[src/rtl/deadline_job_profit_scheduler_top_defines.svh]
// Assertion macros shared by the scheduler modules.
`ifndef DEADLINE_JOB_PROFIT_SCHEDULER_TOP_DEFINES_SVH
`define DEADLINE_JOB_PROFIT_SCHEDULER_TOP_DEFINES_SVH
`ifndef SYNTHESIS
`define DJPS_ASSERT(lbl, clk, rstn, prop, msg) \
    lbl: assert property (@(posedge clk) disable iff (!rstn) prop) else $error(msg);
`define DJPS_ASSERT_ALWAYS(lbl, clk, prop, msg) \
    lbl: assert property (@(posedge clk) prop) else $error(msg);
`else
`define DJPS_ASSERT(lbl, clk, rstn, prop, msg)
`define DJPS_ASSERT_ALWAYS(lbl, clk, prop, msg)
`endif
`endif

[src/rtl/djps_pkg.sv]
`timescale 1ns / 1ps
package djps_pkg;
    localparam int PROFIT_W = 16;
    localparam int DL_W     = 11;
    localparam int TOTAL_W  = 26;

    typedef struct packed {
        logic load;
        logic start;
        logic scan;
        logic commit;
        logic clear;
    } t_cmd;

    typedef struct packed {
        logic day_zero;
        logic scan_done;
        logic last_day;
    } t_stat;
endpackage

[src/rtl/djps_ctrl.sv]
`timescale 1ns / 1ps
`include "deadline_job_profit_scheduler_top_defines.svh"
module djps_ctrl (
    input  logic           i_clk,
    input  logic           i_rst_n,
    input  logic           i_valid,
    input  logic           i_last_job,
    output logic           o_ready,
    output logic           o_valid,
    input  logic           i_ready,
    input  djps_pkg::t_stat i_stat,
    output djps_pkg::t_cmd  o_cmd
);
    import djps_pkg::*;

    localparam logic [2:0] S_LOAD   = 3'd0;
    localparam logic [2:0] S_START  = 3'd1;
    localparam logic [2:0] S_SCAN   = 3'd2;
    localparam logic [2:0] S_COMMIT = 3'd3;
    localparam logic [2:0] S_DONE   = 3'd4;

    logic [2:0] r_state;
    logic [2:0] n_state;

    always_ff @(posedge i_clk) begin
        if (!i_rst_n) begin
            r_state <= S_LOAD;
        end else begin
            r_state <= n_state;
        end
    end

    always_comb begin
        n_state = r_state;
        o_cmd   = '0;
        o_ready = 1'b0;
        o_valid = 1'b0;
        case (r_state)
            S_LOAD: begin
                o_ready    = 1'b1;
                o_cmd.load = i_valid;
                if (i_valid && i_last_job) begin
                    n_state = S_START;
                end
            end
            S_START: begin
                o_cmd.start = 1'b1;
                n_state = i_stat.day_zero ? S_DONE : S_SCAN;
            end
            S_SCAN: begin
                o_cmd.scan = 1'b1;
                if (i_stat.scan_done) begin
                    n_state = S_COMMIT;
                end
            end
            S_COMMIT: begin
                o_cmd.commit = 1'b1;
                n_state = i_stat.last_day ? S_DONE : S_SCAN;
            end
            S_DONE: begin
                o_valid     = 1'b1;
                o_cmd.clear = i_ready;
                if (i_ready) begin
                    n_state = S_LOAD;
                end
            end
            default: begin
                n_state = S_LOAD;
            end
        endcase
    end

    `DJPS_ASSERT(a_cmd_onehot, i_clk, i_rst_n, $onehot0(o_cmd), "more than one command at once")
    `DJPS_ASSERT(a_no_load_while_out, i_clk, i_rst_n, !(o_valid && o_ready), "load during result")
    `DJPS_ASSERT(a_commit_after_scan, i_clk, i_rst_n, o_cmd.commit |-> $past(o_cmd.scan), "commit without scan")
endmodule

[config.mk]
export PLATFORM = sky130hd
export DESIGN_NAME = djps_ctrl
export DESIGN_NICKNAME = d
export VERILOG_FILES = /design/src/rtl/djps_pkg.sv /design/src/rtl/djps_ctrl.sv
export VERILOG_INCLUDE_DIRS = /design/src /design/src/rtl
export SDC_FILE = /design/constraint.sdc
export NUM_CORES = 1
export LEC_CHECK = 0
export ABC_AREA = 1
export BUFFER_PORTS_ARGS = -buffer_cell sky130_fd_sc_hd__buf_2
export CAP_MARGIN = 20
export CORE_AREA = 2 2 39 41
export DETAILED_ROUTE_END_ITERATION = 10
export DIE_AREA = 0 0 41 43
export GPL_TIMING_DRIVEN = 0
export HOLD_SLACK_MARGIN = 0.03
export MAX_ROUTING_LAYER = met4
export PLACE_DENSITY = 0.41
export SYNTH_ARGS = -nofsm -noshare
export SYNTH_HDL_FRONTEND = slang
export SYNTH_SLANG_ARGS = --single-unit
[constraint.sdc]
create_clock -name i_clk -period 0.9 [get_ports i_clk]
set_input_delay 0.18 -clock i_clk [delete_from_list [all_inputs] [get_ports i_clk]]
set_output_delay 0.18 -clock i_clk [all_outputs]
set_load 0.03 [all_outputs]
==> results of run 1 <==
[layer usage]
metal | part of all wire, % | vias up | global-route usage, %
met2 | 52 | 10 | 14.7
met5 | 0 | - | -
li1 | - | 191 | -
met1 | 42 | 157 | 12.5
met3 | 3.3 | 2 | 3.14
met4 | 1.8 | 0 | 8.00
[cell usage in the layout, fill, tap and decap left out, drive strengths merged]
cell type / Yosys / layout
and3: 1 / 1
buf: 1 / 29
clkbuf: 0 / 4
dfxtp: 3 / 3
inv: 10 / 10
nand2: 8 / 8
nand3: 7 / 7
nand3b: 1 / 1
nand4: 1 / 1
nor2: 6 / 6
nor3: 2 / 2
nor4: 1 / 1
[what timing repair did]
action	CTS	global route
cloned	0	1
pin swaps	5	6
setup endpoints to repair	10	10
setup buffers	7	8
resized for setup	13	18
[how the worst max path moves through the flow]
| stage | to | cells after the start | start |
|---|---|---|---|
| 2_1_floorplan | o_cmd[0] | 2 | r_state[1]$_SDFFE_PN0P_ |
| 3_3_place_gp | o_cmd[0] | 3 | r_state[1]$_SDFFE_PN0P_ |
| 3_5_place_dp | o_cmd[0] | 3 | r_state[1]$_SDFFE_PN0P_ |
| 4_1_cts | o_cmd[0] | 3 | r_state[1]$_SDFFE_PN0P_ |
| 5_1_grt | o_cmd[0] | 3 | r_state[2]$_SDFFE_PN0P_ |
| 6_report | o_cmd[0] | 3 | r_state[2]$_SDFFE_PN0P_ |
[metrics by stage]
step	setup TNS [ns]	hold WS, ns	instances
2_1_floorplan	-0.597	0.277	41
3_3_place_gp	-1.19	0.404	71
3_5_place_dp	-1.22	0.401	71
4_1_cts	-2.53	0.160	81
5_1_grt	-3.35	0.179	89
6_report	-2.62	0.161	89
[cell families after synthesis]
kind of cell / after synthesis / share of synthesized area [%]
buffers and inverters: 11 / 19.4
flip-flops: 3 / 25.8
AND/OR/NAND/NOR: 27 / 54.8
[worst max-delay path, cell delays in order (launching register included)]
cell	delay, ns
sky130_fd_sc_hd__dfxtp_4	0.38
sky130_fd_sc_hd__inv_4	0.06
sky130_fd_sc_hd__nor4_4	0.27
sky130_fd_sc_hd__buf_6	0.16
[cell type report]
cell class / count / area, um^2 / area share [%]
Inverter: 10 / 42.5 / 6.81
Tap cell: 16 / 20.0 / 3.21
Multi-Input combinational cell: 27 / 214 / 34.3
Timing Repair Buffer: 28 / 241 / 38.7
Clock buffer: 4 / 26.3 / 4.21
Sequential cell: 3 / 68.8 / 11.0
Buffer: 1 / 11.3 / 1.80
[power by group through the flow]
| stage | Clock (uW) | Combinational [uW] | Sequential, uW |
|---|---|---|---|
| after CTS | 240 | 531 | 204 |
| after global routing | 268 | 725 | 197 |
| after floorplan | 0 | 309 | 204 |
| final | 234 | 667 | 193 |
| after detailed placement | 0 | 390 | 212 |
| after global placement | 0 | 389 | 213 |
==> summary by stage, run 1 <==
Status
The flow ran to the end, but the final reports show violations. The checks that failed: negative setup slack.

STA
The measured slew at the worst slew-check pin is 0.208 ns. Setup repair after global routing could not meet its margin everywhere. The count of final setup violators is 10. The final setup slack of the worst path is -0.389 ns. Measured against its own limit, the worst slew margin works out to 86.0%. The routed design could run at a clock period as short as 1.29 ns.

The max-slew violation total from the final report is 0. The worst clock skew is 0.00132 ns. The number of failing hold endpoints at the final stage is 0.

The highest clock frequency the design can meet is 0.776 GHz. The worst path uses 143% of the clock period.

Placement
During placement, the flow inserted port buffers numbering 14. Summing all placed instances gives a cell area of 400 um^2. The final RePlAce weighted congestion is 0.648. Before CTS, the worst setup slack after placement is -0.196 ns. After legalization and detailed placement, the total HPWL measured 513 um.

Clocking
The clock drives 3 sinks. After clock tree synthesis, the clock-pin slew on the worst setup and hold paths is 0.04 ns. The number of buffers inserted during clock tree synthesis is 3. The maximum clock path buffer count is 2. CTS placed an instance of sky130_fd_sc_hd__clkbuf_4 at the clock tree root. TritonCTS built the clock tree.

The total number of H-tree levels is 1. The later-pin clock latency in the skew report is 0.23 ns. The number of hold-repair buffers added at the cts stage is 0.

Synthesis
During synthesis, Yosys emitted a total of 0 warnings. The total standard cell area after synthesis is 233 um^2. The commonest register cell after synthesis is sky130_fd_sc_hd__dfxtp_1. The number of nets in the synthesized netlist is 49. The most common cell in the synthesized netlist is sky130_fd_sc_hd__inv_1. The share of the synthesized area in the top cell type is 25.8%.

After synthesis, the share of flip-flops with an asynchronous set or reset is 0%. The number of synthesized register bits is 3. Yosys attributes the largest share of cell area to sky130_fd_sc_hd__dfxtp_1 (26%), sky130_fd_sc_hd__inv_1 (16%), sky130_fd_sc_hd__nand3_1 (15%).

The largest area contributor in the synthesized netlist is sky130_fd_sc_hd__dfxtp_1. A synthesized cell averages 5.68 um^2. By count the netlist is led by sky130_fd_sc_hd__inv_1 (10), sky130_fd_sc_hd__nand2_1 (8), sky130_fd_sc_hd__nand3_1 (7). The synthesized design contains 0 enable-type register cells.

The synthesized instance count is 41. The register area share after synthesis is 25.8%. The count of distinct cell types in the synthesized netlist is 12.

Die
The die covers 1760 um^2. Row generation in the floorplan step produced 14 rows. The number of I/O pins is 15.

The placeable core area is 1380 um^2. The die span in y is 43 um. The starting density of the core is 16.8%. The die is 41 um wide.

Pwr
The register share of total power is 17.7%. In this run switching power makes up 38.7% of total power. The peak supply drop is 0.000684 V. The power density over the cells is 1750 nW/um^2. The switching power summed over all nets is 423 uW.

The completed layout was analyzed and its total power is 1090 uW. The cell-internal power is 671 uW. The cell leakage power is 0.000335 uW. The clock network burns 21.4% of the power. In this run, the combinational gates consume 61.0% of the power.

Worst hold path
The critical hold path startpoint is i_rst_n. The worst hold path terminates at r_state[2]$_SDFFE_PN0P_. The classification of the worst-slack hold path is input pin to flip-flop. The hold path depth is 3.

Worst setup path
The kind of end point of the critical path is a primary output. The critical setup path kind is flip-flop to primary output. Measured in cells, the most critical reg-to-reg path has a length of 6. The startpoint identified for the worst register-to-register timing path is r_state[0]$_SDFFE_PN0P_. The slack of the worst reg-to-reg path is -0.09 ns. Data on the critical path arrives at its endpoint at 1.11 ns. Of all nets on the critical path, the largest fanout is 5. The critical path launch point type is a flip-flop. The required time of the worst setup path is 0.72 ns.

In this run the critical register-to-register path is captured at r_state[0]$_SDFFE_PN0P_.

Cells and area
At the end of the flow the core is filled with cells to 45.1%. Counting the fill cells in the layout gives 140. The synthesis-to-finish area growth is 168%. The total inserted antenna cells is 0. The fraction of layout cells with a size suffix above 1 is 71.2%.

The final net count is 82. r_state holds more flip-flops than any other register. The largest registers in the layout are r_state (3). The register with the most flip-flops in the layout has 3 of them.

With fillers left out, the area of the finished cells amounts to 624 um^2.

Global routing
For this run the aggregate overflow at the end of global routing stands at 0. The largest net degree at the start of global routing is 10. In the global route stage, overall resource usage came out at 10.7%. The number of global-route vias before repair is 316. The first-pass GRT wire length is 1210 um. The number of antenna violations at the first check in global routing is 0.

Drt
The detail route stage leaves a number of antenna-violating nets equal to 0. The detailed router's first-iteration violation count is 1. The post-detailed-route DRC marker count is 0. The detailed router placed 360 vias in this run. The via count normalized by instance count is 4.04.

The first-pass detailed-route iteration total is 4. In the final routed layout, each cell accounts on average for 8.22 um. Wires add up to 732 um.

Job
The total of max-cap violations is 0.
Power figures use the tool's default switching activity.
==> run 2, diff against run 1 <==
--- a/config.mk
+++ b/config.mk
@@ -15,7 +15,7 @@
 export GPL_TIMING_DRIVEN = 0
 export HOLD_SLACK_MARGIN = 0.03
 export MAX_ROUTING_LAYER = met4
-export PLACE_DENSITY = 0.41
+export PLACE_DENSITY = 0.4
 export SYNTH_ARGS = -nofsm -noshare
 export SYNTH_HDL_FRONTEND = slang
 export SYNTH_SLANG_ARGS = --single-unit
==> constraint.sdc (replaced) <==
create_clock -name i_clk -period 1.6 [get_ports i_clk]
set_input_delay 0.32 -clock i_clk [delete_from_list [all_inputs] [get_ports i_clk]]
set_output_delay 0.32 -clock i_clk [all_outputs]
set_load 0.03 [all_outputs]
==> run 2 against run 1 <==
The run now ends clean. Die area unchanged. Sequential cell count unchanged. Combinational power down 74%. Setup slack better by 0.47 ns. Via count decreased by 16%. Cell count decreased by 16%. First-iteration DRC count grew to 4.0 times the previous value. Global-route usage is 2.3 points lower. Sequential share of layout area up 6.1 points. Critical endpoint is now o_cmd[4]. Largest cell class is now multi-input gates. Highest routed layer unchanged.
==> summary by stage, run 2 (synthesized netlist as in run 1, its figures left out) <==
Status
The run finished with clean final reports.

Clocking
The CTS tree is built. At the later pin of the worst-skew pair, clock insertion delay measures 0.23 ns. The number of clock sinks is 3. Clock-pin slew was measured on the worst setup and hold paths at 0.04 ns. The maximum clock path buffer count is 2. Buffers inserted during clock tree synthesis total 3.

The root buffer cell is sky130_fd_sc_hd__clkbuf_4. The total number of H-tree levels is 1. The number of hold-repair buffers added at the cts stage is 0.

STA
For this run, the top clock speed supported by timing is 0.657 GHz. Setup repair after global routing left no endpoint under its margin. The count of final setup violators is 0. Clock skew on the completed layout was measured at 0.00378 ns. The part of the cycle the worst path needs is 95.2%. The number of failing hold endpoints at the final stage is 0. The final hold slack is 0.303 ns. The final critical path time including I/O delays and setup is 1.52 ns. The relative slew slack is 82.0%. Summed over all failing endpoints, the final setup total negative slack is 0 ns.

The measured slew at the worst slew-check pin is 0.269 ns. The max-slew violation total from the final report is 0.

Drt
The routed length per instance is 8.29 um. Using the TritonRoute via totals, the vias-per-cell ratio works out to 4.01. The post-detailed-route DRC marker count is 0.

The final wirelength is 622 um. The first routing iteration left 4 violations. The residual antenna-violating net count after detailed routing is 0. The routed layout has 301 vias.

The first-pass detailed-route iteration total is 2.

Worst setup path
The slack of the worst reg-to-reg path is 0.60 ns. The worst reg2reg path endpoint is r_state[1]$_SDFFE_PN0P_. The critical path arrival is 1.20 ns. The critical path in this run is classified as flip-flop to primary output. STA classifies the critical path endpoint as a primary output. The critical path launch point type is a flip-flop. The critical-path maximum fanout is 7. Measured in cells, the most critical reg-to-reg path has a length of 6. The worst register-to-register path begins at r_state[0]$_SDFFE_PN0P_. Data on the critical path is required at its endpoint by 1.28 ns.

Pwr
The cell leakage power is 0.000221 uW. Across the VDD grid, the largest voltage drop is 0.000377 V. The share of power burned in combinational logic is 42.7%. After layout, the design draws a total of 411 uW.

In this run the power density over the cells is 1140 nW/um^2. The share of total power in the clock network is 32.5%. In this run the power spent charging and discharging nets is 172 uW. The internal power of the cells totals 239 uW. The register share of total power is 24.8%. The switching fraction of total power is 41.8%.

Die
The number of I/O pins is 15. The area of the die is 1760 um^2. In this run the vertical extent of the chip is 43 um. The floorplan step set the die width to 41 um. The number of rows in the core area is 14.

The placeable core area is 1380 um^2. The starting density of the core is 16.8%.

Placement
At the end of routability-driven placement, the weighted congestion stood at 0.673. The number of buffer cells added on primary ports is 14. Once placement completed, the tool counted placed cells totaling 71.

The placed wire-length estimate after detailed placement is 483 um. The placed standard-cell area is 329 um^2.

Cells and area
r_state holds more flip-flops than any other register. The fraction of layout cells with a size suffix above 1 is 39.0%. The total inserted antenna cells is 0.

The largest registers in the layout are r_state (3). The number of cells in the finished layout apart from fillers is 75. The final net count is 68. After filler insertion, the fill cell instance count of the layout stands at 164. Leaving out fill and tap cells, the most frequent cells in the layout are sky130_fd_sc_hd__buf_2 (14), sky130_fd_sc_hd__inv_1 (10), sky130_fd_sc_hd__nand2_1 (8). Compared with the post-synthesis result, the final layout area differs by 54.3%. The flip-flop count of the largest register, all copies and words added is 3. Once layout is done, the placed cells without fillers occupy 359 um^2. The most common cell after layout, fill and taps aside is sky130_fd_sc_hd__buf_2.

Global routing
The aggregate global routing overflow is 0. The largest net degree at the start of global routing is 11. Global routing used 8.42% of the available tracks.

The first global-routing pass estimated 972 um of wire. The number of antenna violations at the first check in global routing is 0. The number of global-route vias before repair is 257.

Worst hold path
The hold-critical path endpoint is r_state[2]$_SDFFE_PN0P_. The critical hold path startpoint is i_rst_n. The worst hold path belongs to the class input pin to flip-flop. The worst hold path passes through 3 cells.

Job
The tool flagged a number of max-cap violations equal to 0.
## run 2: cell count changes in the layout (fill, tap and decap cells not counted), sizes merged
cell	previous run	this run
buf	29	15
## run 2: area by class of cell
| cell class | instances | area (um^2) | share of cell area, % |
|---|---|---|---|
| multi-input combinational | 27 | 136 | 38.0 |
| timing repair buffer | 14 | 70.1 | 19.5 |
| sequential | 3 | 61.3 | 17.1 |
| inverter | 10 | 37.5 | 10.5 |
| clock buffer | 4 | 26.3 | 7.32 |
| tap | 16 | 20.0 | 5.57 |
| buffer | 1 | 7.51 | 2.09 |
## run 2: stage by stage
step,setup slack (ns),util [%]
global route,0.00495,25.9
floorplan,0.140,-
CTS,0.0474,25.9
finish,0.0772,25.9
detailed placement,0.235,23.8
global placement,0.232,23.8
## run 2: worst max path at each step
stage / from / depth (start not counted) / end
final: r_state[0]$_SDFFE_PN0P_ / 3 / o_cmd[4]
after global routing: r_state[0]$_SDFFE_PN0P_ / 3 / o_cmd[4]
after CTS: r_state[2]$_SDFFE_PN0P_ / 3 / o_cmd[0]
after detailed placement: r_state[0]$_SDFFE_PN0P_ / 3 / o_cmd[4]
after global placement: r_state[0]$_SDFFE_PN0P_ / 3 / o_cmd[4]
after floorplan: r_state[2]$_SDFFE_PN0P_ / 2 / o_valid
## run 2: power groups by stage
stage	Combinational (uW)	Clock (uW)	Sequential [uW]
after detailed placement	176	0	102
final	175	133	102
after global routing	194	144	105
after CTS	179	141	102
after global placement	176	0	101
after floorplan	131	0	97.8
## run 2: what timing repair did
action / in CTS / in global routing
gates resized for setup: 1 / 1
gates cloned: 0 / 0
setup buffers: 0 / 0
endpoints found under the setup margin: 1 / 1
## run 2: layer usage
layer	wire length [um]	share of wire, %	track usage, %	vias up
met3	55	8.8	3.14	2
li1	-	-	-	163
met2	269	43	9.69	12
met4	2	0.32	6.00	0
met1	295	47	11.5	124
met5	0	0	-	-
## run 2: critical path, stage by stage (launching register included)
cell and delay (ns):
sky130_fd_sc_hd__dfxtp_1 0.37, sky130_fd_sc_hd__nor2_2 0.21, sky130_fd_sc_hd__and3_2 0.20, sky130_fd_sc_hd__buf_2 0.18
